===== config.mk =====
export PLATFORM = sky130hd
export DESIGN_NAME = ssit_ctrl
export DESIGN_NICKNAME = d
export VERILOG_FILES = /design/src/ssit_pkg.sv /design/src/ssit_ctrl.sv
export SDC_FILE = /design/constraint.sdc
export NUM_CORES = 1
export LEC_CHECK = 0
export ABC_AREA = 1
export BUFFER_PORTS_ARGS = -buffer_cell sky130_fd_sc_hd__buf_4
export CELL_PAD_IN_SITES_DETAIL_PLACEMENT = 2
export CELL_PAD_IN_SITES_GLOBAL_PLACEMENT = 2
export CORE_ASPECT_RATIO = 0.75
export CORE_MARGIN = 3
export CORE_UTILIZATION = 29
export CTS_CLUSTER_DIAMETER = 60
export DETAILED_ROUTE_END_ITERATION = 7
export GPL_TIMING_DRIVEN = 1
export PLACE_DENSITY_LB_ADDON = 0.25
export SLEW_MARGIN = 20
export SYNTH_ARGS = -nofsm -noshare
export SYNTH_HDL_FRONTEND = slang
export SYNTH_SLANG_ARGS = --single-unit

===== constraint.sdc =====
create_clock -name clk_i -period 2.5 [get_ports clk_i]
set_input_delay 0.125 -clock clk_i [delete_from_list [all_inputs] [get_ports clk_i]]
set_output_delay 0.125 -clock clk_i [all_outputs]
set_load 0.05 [all_outputs]

===== src/ssit_pkg.sv =====
// Package of the sparse set index table: sizes, codes, payload and request types.
// Depends on nothing; used by every module of the block.
`default_nettype none

package ssit_pkg;

  localparam int ENTITIES = 1024;
  localparam int SLOTS    = 256;

  localparam int ENT_W  = $clog2(ENTITIES);
  localparam int SLOT_W = $clog2(SLOTS);
  localparam int CNT_W  = $clog2(SLOTS + 1);

  localparam int CLR_DEPTH = (ENTITIES > SLOTS) ? ENTITIES : SLOTS;
  localparam int CLR_W     = $clog2(CLR_DEPTH);

  typedef enum logic [1:0] {
    CMD_CREATE  = 2'd0,
    CMD_DESTROY = 2'd1,
    CMD_LOOKUP  = 2'd2
  } cmd_e;

  typedef enum logic [1:0] {
    STAT_DONE    = 2'd0,
    STAT_PRESENT = 2'd1,
    STAT_ABSENT  = 2'd2,
    STAT_FULL    = 2'd3
  } status_e;

  typedef enum logic [1:0] {
    ST_CLEAR,
    ST_IDLE,
    ST_READ,
    ST_EXEC
  } state_e;

  typedef struct packed {
    logic [1:0]       command;
    logic [ENT_W-1:0] entity;
  } in_t;

  typedef struct packed {
    status_e           status;
    logic [SLOT_W-1:0] slot;
    logic [ENT_W-1:0]  moved_entity;
    logic              moved;
    logic [CNT_W-1:0]  used_count;
  } out_t;

  typedef struct packed {
    logic              re;
    logic [ENT_W-1:0]  raddr;
    logic              we;
    logic [ENT_W-1:0]  waddr;
    logic [SLOT_W-1:0] wdata;
  } sparse_req_t;

  typedef struct packed {
    logic              re;
    logic [SLOT_W-1:0] raddr_a;
    logic [SLOT_W-1:0] raddr_b;
    logic              we;
    logic [SLOT_W-1:0] waddr;
    logic [ENT_W-1:0]  wdata;
  } dense_req_t;

endpackage

`default_nettype wire


===== src/ssit_ctrl.sv =====
// Sequencer of the sparse set index table: clearing pass, read-modify-write and result register.
// Depends on ssit_pkg; drives the sparse and dense memories.
`default_nettype none

module ssit_ctrl (
  input  wire logic                        clk_i,
  input  wire logic                        rst_ni,
  input  wire logic                        in_valid_i,
  output logic                             in_ready_o,
  input  wire ssit_pkg::in_t               in_data_i,
  output logic                             out_valid_o,
  input  wire logic                        out_ready_i,
  output ssit_pkg::out_t                   out_data_o,
  output ssit_pkg::sparse_req_t            sp_req_o,
  input  wire logic [ssit_pkg::SLOT_W-1:0] sp_rdata_i,
  output ssit_pkg::dense_req_t             dn_req_o,
  input  wire logic [ssit_pkg::ENT_W-1:0]  dn_rdata_a_i,
  input  wire logic [ssit_pkg::ENT_W-1:0]  dn_rdata_b_i
);

  ssit_pkg::state_e              state_q, state_d;
  logic [ssit_pkg::CLR_W-1:0]    clr_q, clr_d;
  logic [ssit_pkg::CNT_W-1:0]    count_q, count_d;
  logic [1:0]                    cmd_q;
  logic [ssit_pkg::ENT_W-1:0]    ent_q;
  logic                          out_valid_q, out_valid_d;
  ssit_pkg::out_t                out_q, out_d;

  logic                          accept;
  logic                          fire;
  logic                          present;
  logic [ssit_pkg::CNT_W-1:0]    last;
  logic [ssit_pkg::SLOT_W-1:0]   last_slot;

  assign accept     = in_valid_i && (state_q == ssit_pkg::ST_IDLE);
  assign fire       = (state_q == ssit_pkg::ST_EXEC) && (!out_valid_q || out_ready_i);
  assign last       = count_q - ssit_pkg::CNT_W'(1);
  assign last_slot  = last[ssit_pkg::SLOT_W-1:0];
  assign present    = ({1'b0, sp_rdata_i} < count_q) && (dn_rdata_a_i == ent_q);

  assign in_ready_o  = (state_q == ssit_pkg::ST_IDLE);
  assign out_valid_o = out_valid_q;
  assign out_data_o  = out_q;

  always_comb begin
    state_d     = state_q;
    clr_d       = clr_q;
    count_d     = count_q;
    out_valid_d = out_valid_q;
    out_d       = out_q;

    sp_req_o       = '0;
    sp_req_o.raddr = in_data_i.entity;
    dn_req_o         = '0;
    dn_req_o.raddr_a = sp_rdata_i;
    dn_req_o.raddr_b = last_slot;

    if (out_valid_q && out_ready_i) begin
      out_valid_d = 1'b0;
    end

    case (state_q)
      ssit_pkg::ST_CLEAR: begin
        sp_req_o.we    = 32'(clr_q) < ssit_pkg::ENTITIES;
        sp_req_o.waddr = clr_q[ssit_pkg::ENT_W-1:0];
        dn_req_o.we    = 32'(clr_q) < ssit_pkg::SLOTS;
        dn_req_o.waddr = clr_q[ssit_pkg::SLOT_W-1:0];
        clr_d          = clr_q + ssit_pkg::CLR_W'(1);
        if (32'(clr_q) == ssit_pkg::CLR_DEPTH - 1) begin
          state_d = ssit_pkg::ST_IDLE;
        end
      end
      ssit_pkg::ST_IDLE: begin
        sp_req_o.re = accept;
        if (accept) begin
          state_d = ssit_pkg::ST_READ;
        end
      end
      ssit_pkg::ST_READ: begin
        dn_req_o.re = 1'b1;
        state_d     = ssit_pkg::ST_EXEC;
      end
      ssit_pkg::ST_EXEC: begin
        if (fire) begin
          state_d            = ssit_pkg::ST_IDLE;
          out_valid_d        = 1'b1;
          out_d.status       = ssit_pkg::STAT_ABSENT;
          out_d.slot         = '0;
          out_d.moved_entity = '0;
          out_d.moved        = 1'b0;
          case (cmd_q)
            ssit_pkg::CMD_CREATE: begin
              if (present) begin
                out_d.status = ssit_pkg::STAT_PRESENT;
                out_d.slot   = sp_rdata_i;
              end else if (32'(count_q) >= ssit_pkg::SLOTS) begin
                out_d.status = ssit_pkg::STAT_FULL;
              end else begin
                sp_req_o.we    = 1'b1;
                sp_req_o.waddr = ent_q;
                sp_req_o.wdata = count_q[ssit_pkg::SLOT_W-1:0];
                dn_req_o.we    = 1'b1;
                dn_req_o.waddr = count_q[ssit_pkg::SLOT_W-1:0];
                dn_req_o.wdata = ent_q;
                count_d        = count_q + ssit_pkg::CNT_W'(1);
                out_d.status   = ssit_pkg::STAT_DONE;
                out_d.slot     = count_q[ssit_pkg::SLOT_W-1:0];
              end
            end
            ssit_pkg::CMD_DESTROY: begin
              if (present) begin
                sp_req_o.we    = 1'b1;
                sp_req_o.waddr = dn_rdata_b_i;
                sp_req_o.wdata = sp_rdata_i;
                dn_req_o.we    = 1'b1;
                dn_req_o.waddr = sp_rdata_i;
                dn_req_o.wdata = dn_rdata_b_i;
                count_d        = last;
                out_d.status   = ssit_pkg::STAT_DONE;
                out_d.slot     = sp_rdata_i;
                if (sp_rdata_i != last_slot) begin
                  out_d.moved        = 1'b1;
                  out_d.moved_entity = dn_rdata_b_i;
                end
              end
            end
            default: begin
              if (present) begin
                out_d.status = ssit_pkg::STAT_DONE;
                out_d.slot   = sp_rdata_i;
              end
            end
          endcase
          out_d.used_count = count_d;
        end
      end
      default: begin
        state_d = ssit_pkg::ST_IDLE;
      end
    endcase
  end

  always_ff @(posedge clk_i or negedge rst_ni) begin
    if (!rst_ni) begin
      state_q     <= ssit_pkg::ST_CLEAR;
      clr_q       <= '0;
      count_q     <= '0;
      out_valid_q <= 1'b0;
    end else begin
      state_q     <= state_d;
      clr_q       <= clr_d;
      count_q     <= count_d;
      out_valid_q <= out_valid_d;
    end
  end

  always_ff @(posedge clk_i) begin
    out_q <= out_d;
    if (accept) begin
      cmd_q <= in_data_i.command;
      ent_q <= in_data_i.entity;
    end
  end

endmodule

`default_nettype wire


; Word level (Yosys, flattened, before mapping)
; Cells that the tools add are included.
[totals]
regBits = 64
latch_bits = 0
ramBits = 0
rom_bits = 0
output_inout_bits = 98
mem_count = 0
[op_classes]
addsub = 3
n_mul = 0
n_div = 0
magnitude_cmp = 3
eq_ne = 10
shift = 0
n_mux = 34
bitwise_logic = 0
n_reduce_logical = 12
[op_table]
columns = cell, n
row1 = $mux W19, 8
row2 = $pmux W19 S2, 2
row3 = $pmux W9 S2, 2
row4 = $mux W10, 3
row5 = $mux W9, 3
row6 = $pmux W11 S2, 1
row7 = $mux W21, 1
row8 = $pmux W10 S2, 1
row9 = $mux W8, 2
row10 = $mux W11, 1
row11 = $add A10 B1 Y10 const B, 1
row12 = $eq A10 B10 Y1, 1
row13 = $eq A10 B10 Y1 const B, 1
row14 = $lt A10 B9 Y1 const B, 1
row15 = $add A9 B1 Y9 const B, 1
row16 = $ge A9 B9 Y1 const B, 1
row17 = $lt A8 B9 Y1, 1
row18 = $sub A9 B1 Y9 const B, 1
row19 = $mux W2, 4
row20 = $ne A8 B8 Y1, 1
row21 = $pmux W2 S4, 1
row22 = $reduce_and A3 Y1, 2
row23 = $mux W1, 5
row24 = $eq A2 B1 Y1 const B, 2
row25 = other kinds (8), 15

; Depth between registers and ports, before layout
; Gate-level depths: netlist of the first run.
[depth]
depth_word = 6
depth_mapped = 17
depth_no_buf = 14

; Worst setup path before layout of the first run
; OpenSTA, ideal clock, no wires.
[synth_path]
path_type = register to register
startpoint = reg count_q[0] (netlist name)
endpoint = reg out_q, in the netlist out_data_o[11], data pin
setup_ns = 0.128
arrival_ns = 2.706
required_time_ns = 2.372
path_slack_ns = -0.334
stages_incl_launch_ff = 12
path_buffers = 1
synth_period_minus_slack_ns = 2.834
cell_sequence = dfrtp_1 inv_1 ha_1 nand2_1 xor2_1 nand2_1 nand3_1 nor2_1 nand4_1 buf_2 nand3_1 inv_1
[synth_lines]
columns = element, line
row1 = "start, declared", ssit_ctrl.sv:23  ; logic [ssit_pkg::CNT_W-1:0] count_q, count_d;
row2 = "start signal, assigned", ssit_ctrl.sv:152  ; count_q <= count_d;
row3 = "end signal, assigned", ssit_ctrl.sv:158  ; out_q <= out_d;
row4 = "end, declared", ssit_ctrl.sv:27  ; ssit_pkg::out_t out_q, out_d;

==> metrics.cfg, run 1 <==
[finish]
antenna_cells=0
nets=858
multi_input_area_um2=2764
design_area_um2=7306
fillCellCount=1672
syn_to_final_growth_pct=56.04
final_core_util_pct=47.08
drive_gt1_share_pct=41.27
final_common_cell=nand2_1
register_area_um2=1813
final_cell_mix=nand2_1 (155), buf_4 (148), inv_1 (71), nand3_1 (54), edfxtp_1 (42)

[floorplanning]
rows=39
die_h_um=116.0
initial_utilization_pct=30.17
core-area_um2=15520
num_io_pins=142
die_area_um2=17720
die_w_um=152.7

[placement]
hpwlAfterDp_mm=15.31
place_worst_setup_slack_ns=-0.05144
port_buffers=141
place.gp.congestion=0.8489
post_dp_cell_area_um2=6221

[worst_setup_path]
crit_chain=inv_2, ha_4, nand2_1, nand2_1, nand3_1, nand2_2, nor2_4, nand3_4, nor2_4, buf_12, nand2_4, nand2_4, nand2_4, a21oi_4, buf_6
cp_max_fo=7
crit_buf_inv=3
cp-end-kind=output port
cp-start-kind=register
critPathTopFamily=simple AND/OR/NAND/NOR gates
crit_path_top_delay_cell=dfrtp_1
r2r_cells=15
critPathArrivalTime_ns=2.66
crit_top_cell=nand2_4
worstSetupPathType=reg2out
cp_data_required_time_ns=2.38
critical_path.max_stage_delay_ns=0.40
cp.depth=15

[pwr]
irDropWorstVdd_mv=0.4624
p_total_uw=8933
power_leakage_uw=0.003698
power_density_nw_per_um2=1223

[clock_tree]
htreeDepth=3
cts_buffers=9
cts_tree=yes
ctsLongestPathBuffers=2
clkLatencyLatePin_ns=0.35
cts_root_buf=clkbuf_16
clk_pin_slew_ns=0.07
cts_sinks=64

[timing]
tightest_slew_ns=0.7994
hold_viol=0
max_freq_mhz=359.1
finalSetupViolCount=38
fin_ws_ns=-0.2846
maxSlewViolCount=0
fin_crit_ns=2.785
slew_headroom_pct=45.95
fin_hold_ws_ns=0.1024
rsz0062_at_grt=true
fin_crit_sh_pct=111.4
finClkSkew_ns=0.01195

[route]
drt-total-wl_mm=23.19
route.detailed.wl_per_inst_um=23.03
antenna_left=0
first_iter_violations=314
num_vias=5128
viasPerCell=5.092
drc_errors=0
drt_pass1_iterations=5

[logic_synthesis]
yosys_warnings=0
syn_avg_cell_area_um2=7.432
syn_inst=630
yosysUniqueCellTypes=33
ys_seq_elements=64
synth_area_um2=4682
yosysSeqAreaShare_pct=38.70
syn-num-nets=691

[run_status]
status=finished, violations left
violations=negative setup slack

[global_routing]
antenna_found_initial=0
overflow=0
grt_pass1_wl_mm=33.05
grt_max_degree=23
track_usage_pct=24.24
grt_pass1_vias=5750

[job]
maxCapViolations=0

[hold_path]
whs_path_depth=4
min_path_type=in2reg

[tightest hold or removal path: stages]
cell	delay [ns]
buf_4	0.08
nor2_1	0.07
inv_1	0.07
nand2_1	0.06
[power by group]
part	internal (uW)	switching, uW
Clock	825	495
Combinational	1730	4050
Sequential	1560	268
Total	4120	4820
[Yosys cell counts]
master      n  area share (%)
nand2_1   206              17
inv_1      86             6.9
nand3_1    62             6.6
edfxtp_1   42              27
nor2_1     29             2.3
buf_4      23             3.7
dfrtp_1    22              12
nand4_1    21             2.8
a21oi_1    20             2.1
o21ai_0    20             2.1
xor2_1     18             3.4
ha_1       17             4.5
buf_2      12             1.3
buf_6       6             1.4
clkbuf_1    6            0.48
nor2_2      6            0.80
clkinv_1    5            0.40
nand3_2     5             1.1
xnor2_1     5            0.94
a21oi_2     4            0.75
nor3_1      2            0.21
o211ai_1    2            0.32
buf_1       1           0.080
inv_4       1            0.13
nand2_4     1            0.24
nand3_4     1            0.37
nand4_4     1            0.45
nor2_4      1            0.24
nor2_8      1            0.43
nor4_1      1            0.13
nor4b_1     1            0.19
o21ai_1     1            0.11
o221ai_1    1            0.19
[registers in the layout, indices dropped and copies added, names as in the netlist]
name and cells:
clr_q 10, cmd_q 2, count_q 9, ent_q 10, out_data_o 30, out_valid_o 1, state_q 2
[final timing paths]
path	startpoint	endpoint	slack (ns)
worst min register to register	clr_q[6]	clr_q[6]	0.55
min in group asynchronous	rst_ni	clr_q[6]	0.26
worst max-delay path	count_q[6]	sp_req_o[15]	-0.28
worst max register to register	count_q[6]	out_data_o[12]	0.09
worst min-delay path	out_ready_i	out_valid_o	0.10
max in group asynchronous	rst_ni	count_q[0]	1.93
[through the flow]
| step | setup TNS (ns) | cells |
|---|---|---|
| final | -4.863 | 1007 |
| after CTS | -1.939 | 1004 |
| after floorplan | -1.131 | 630 |
| after global routing | -9.748 | 1007 |
| after detailed placement | -0.2295 | 966 |
| after global placement | 0 | 966 |
[what timing repair did]
item,in CTS,in global routing
pin swaps,8,7
hold buffers,13,0
gates resized for setup,85,80
endpoints found under the setup margin,49,49
endpoints found under the hold margin,34,0
setup buffers,8,3
gates cloned,1,0
[layer usage]
layer | up-vias | track usage [%] | routed length, um
li1 | 2328 | - | -
met1 | 2564 | 30.65 | 9916
met2 | 197 | 42.77 | 11630
met3 | 39 | 4.853 | 1076
met4 | 0 | 6.647 | 567
met5 | - | 0 | 0
[layout make-up]
cell class	instances	area share, %
flip-flops and latches	64	24.82
inverters	92	4.898
multi-input cells	426	37.83
clock buffers	13	3.562
repair buffers	204	24.82
well taps	205	3.511
clock inverters	3	0.5652
[kinds of logic (layout without fill, tap and decap cells)]
family	after synthesis	after routing	share of synthesized area [%]
AND/OR/NAND/NOR	338	338	32.42
buffers and inverters	140	312	14.40
flip-flops	64	64	38.70
AO/OA/AOI/OAI	48	48	5.639
XOR/XNOR	23	23	4.302
adder cells (fa/ha/maj)	17	17	4.543
Note: power is estimated with default switching activity, not from simulation.
==> run 2, diff against run 1 <==
--- a/config.mk
+++ b/config.mk
@@ -11,7 +11,7 @@
 export CELL_PAD_IN_SITES_GLOBAL_PLACEMENT = 2
 export CORE_ASPECT_RATIO = 0.75
 export CORE_MARGIN = 3
-export CORE_UTILIZATION = 29
+export CORE_UTILIZATION = 26
 export CTS_CLUSTER_DIAMETER = 60
 export DETAILED_ROUTE_END_ITERATION = 7
 export GPL_TIMING_DRIVEN = 1
==> constraint.sdc (replaced) <==
create_clock -name clk_i -period 2.4 [get_ports clk_i]
set_input_delay 0.12 -clock clk_i [delete_from_list [all_inputs] [get_ports clk_i]]
set_output_delay 0.12 -clock clk_i [all_outputs]
set_load 0.05 [all_outputs]
==> run 2 against run 1 <==
The run still ends with negative setup slack left; via count is 1.3% higher; sequential share of layout area is 1.7 points lower; flip-flop and latch count stayed put; cell count is 4.9% higher; worst hold slack worse by 0.0023 ns; clock skew is 0.00082 ns lower; design area is 7.1% higher; global-route usage is 1.7 points lower; combinational power is 7.1% higher; register-to-register slack worse by 0.10 ns; die area is 11% higher; routed wire length is 1.6% higher; critical endpoint is now sp_req_o[17]; largest power group unchanged; highest routed layer unchanged.
==> metrics.cfg, run 2 (synthesis gave the netlist of run 1 again) <==
[finish]
largest_reg_flops=30  ; unchanged
final_cell_mix=buf_4 (156), nand2_1 (153), inv_1 (56), edfxtp_1 (42), nand3_1 (40)
fin_cells=1056  ; +4.9%
multi_input_area_um2=3007  ; +8.8%
syn_to_final_growth_pct=67.16
fillCellCount=1887  ; +13%
register_area_um2=1813  ; unchanged
drive_gt1_share_pct=47.93  ; +6.7 points
antenna_cells=0  ; unchanged
final_common_cell=buf_4
nets=876  ; +2.1%
design_area_um2=7826  ; +7.1%

[clock_tree]
htreeDepth=3  ; unchanged
cts_root_buf=clkbuf_16
clk_pin_slew_ns=0.06  ; about the same
clkLatencyLatePin_ns=0.35  ; about the same
ctsLongestPathBuffers=2  ; unchanged
cts_tree=yes
cts_sinks=64  ; unchanged
cts_buffers=9  ; unchanged

[timing]
finClkSkew_ns=0.01112  ; -0.0008249 ns
slew_headroom_pct=59.10  ; +13 points
tightest_slew_ns=0.6120  ; -0.1874 ns
rsz0062_at_grt=true
fin_crit_ns=2.730
fin_ws_ns=-0.3303  ; -0.04565 ns
setup-tns-final_ns=-8.678  ; -3.815 ns
hold_viol=0  ; unchanged
maxSlewViolCount=0  ; unchanged
max_freq_mhz=366.3
finalSetupViolCount=42  ; +11%
fin_crit_sh_pct=113.8

[pwr]
power_density_nw_per_um2=1202  ; -1.7%
p_total_uw=9408  ; +5.3%
power_leakage_uw=0.003827  ; +3.5%
combPwrFrac_pct=65.8  ; +1.0 points
irDropWorstVdd_mv=0.5492  ; +19%
p_switching_uw=5080  ; +5.5%
p_int_uw=4328  ; +5.2%
p_sw_share_pct=54.00  ; +0.073 points
p_seq_share_pct=19.8  ; -0.7 points
pwr-share-clk_pct=14.4  ; -0.4 points

[route]
drt-met1-wl_mm=9.776  ; -1.4%
wl_met3_mm=1.406  ; +31%
drt_pass1_iterations=4  ; -1
viasPerCell=4.918  ; -3.4%
route.detailed.wl_per_inst_um=22.30  ; -3.2%
first_iter_violations=344  ; +9.6%
dr_wl_met2_mm=11.99  ; +3.1%
top_layer_used=met4
antenna_left=0  ; unchanged
drc_errors=0  ; unchanged
num_vias=5193  ; +1.3%
drt-total-wl_mm=23.55  ; +1.6%

[worst_setup_path]
r2r_cells=14  ; -1
cp_max_fo=5  ; -2
cp_data_required_time_ns=2.28  ; -0.10 ns
r2r_start=count_q[0]
critPathArrivalTime_ns=2.61  ; -0.05 ns
cp-end-kind=output port
r2r-end=out_data_o[12]
worstSetupPathType=reg2out
cp-start-kind=register
reg2reg_slack_ns=-0.01  ; -0.10 ns

[hold_path]
hold_path_end=out_data_o[13]
whs_path_depth=3  ; -1
min_path_type=in2reg
hold_start=dn_rdata_b_i[3]

[floorplanning]
die_area_um2=19670  ; +11%
die_h_um=122.2  ; +5.3%
num_io_pins=142  ; unchanged
die_w_um=161.0  ; +5.4%
core-area_um2=17240  ; +11%
initial_utilization_pct=27.16  ; -3.0 points
rows=41  ; +5.1%

[placement]
port_buffers=141  ; unchanged
place_worst_setup_slack_ns=0.02448  ; +0.07593 ns
post_dp_cell_area_um2=6346  ; +2.0%
place.gp.congestion=0.9019  ; +6.2%
place_inst=1000  ; +3.5%
hpwlAfterDp_mm=15.31  ; about the same

[global_routing]
antenna_found_initial=0  ; unchanged
grt_pass1_wl_mm=33.71  ; +2.0%
overflow=0  ; unchanged
grt_pass1_vias=5631  ; -2.1%
track_usage_pct=22.56  ; -1.7 points
grt_max_degree=23  ; unchanged

[run_status]
status=finished, violations left
violations=negative setup slack

[job]
maxCapViolations=0  ; unchanged

-- run 2: changes by cell type in the layout (fill, tap and decap cells not counted), moves of 10 or more --
cell and change:
nor2_4 +11, nand3_1 -14, inv_2 +16, nand3_2 +10, inv_1 -15
-- run 2: worst max-delay path by stage --
| stage | startpoint | to | slack [ns] | cells past startpoint |
|---|---|---|---|---|
| 2_1_floorplan | count_q[0] | out_data_o[11] | -0.05 | 12 |
| 5_1_grt | count_q[6] | sp_req_o[17] | -0.44 | 16 |
| 4_1_cts | count_q[6] | sp_req_o[12] | -0.20 | 16 |
| 6_report | count_q[2] | sp_req_o[17] | -0.33 | 16 |
| 3_5_place_dp | count_q[0] | out_data_o[18] | 0.02 | 12 |
| 3_3_place_gp | count_q[4] | sp_req_o[14] | 0.12 | 15 |
-- run 2: what timing repair did --
item	CTS	global route
hold endpoints to repair	34	0
gates resized for setup	151	76
hold buffers	13	0
setup buffers	16	11
gates cloned	5	1
endpoints found under the setup margin	38	64
pin swaps	31	30
-- run 2: power groups by stage --
stage / logic (uW) / registers (uW) / clock network (uW)
final: 6190 / 1870 / 1350
after global placement: 5400 / 1860 / 0
after CTS: 5910 / 1870 / 1360
after global routing: 6580 / 1910 / 1420
after detailed placement: 5550 / 1890 / 0
after floorplan: 3120 / 2490 / 0
-- run 2: per-layer routing --
layer  vias to the layer above  track usage, %
met4                         0           4.997
li1                       2362               -
met1                      2648           28.59
met5                         -               0
met3                        27           4.251
met2                       156           40.29
-- run 2: through the flow --
| step | util (%) | hold slack [ns] |
|---|---|---|
| after floorplan | - | -0.1756 |
| after global placement | 36.82 | 0.05735 |
| after detailed placement | 36.82 | 0.06449 |
| after CTS | 43.71 | 0.09082 |
| after global routing | 45.41 | 0.1130 |
| final | 45.41 | 0.1000 |
-- run 2: cell type report --
class	count	share of cell area, %
multi-input combinational	426	38.42
inverter	92	4.604
sequential	64	23.17
timing repair buffer	222	26.35
tap	236	3.773
clock inverter	6	0.7674
clock buffer	10	2.926
-- run 2: worst max-delay path, cell delays in order (launching register included) --
cell	delay (ns)
dfrtp_1	0.40
inv_2	0.09
ha_4	0.21
nand2_2	0.07
nand2_1	0.06
nand2_1	0.09
nand3_2	0.12
nand2_4	0.10
nand3_4	0.13
nor2_4	0.15
buf_6	0.13
buf_16	0.11
nand2_2	0.05
nand2_2	0.06
nand2_2	0.11
a21oi_4	0.20
buf_6	0.17
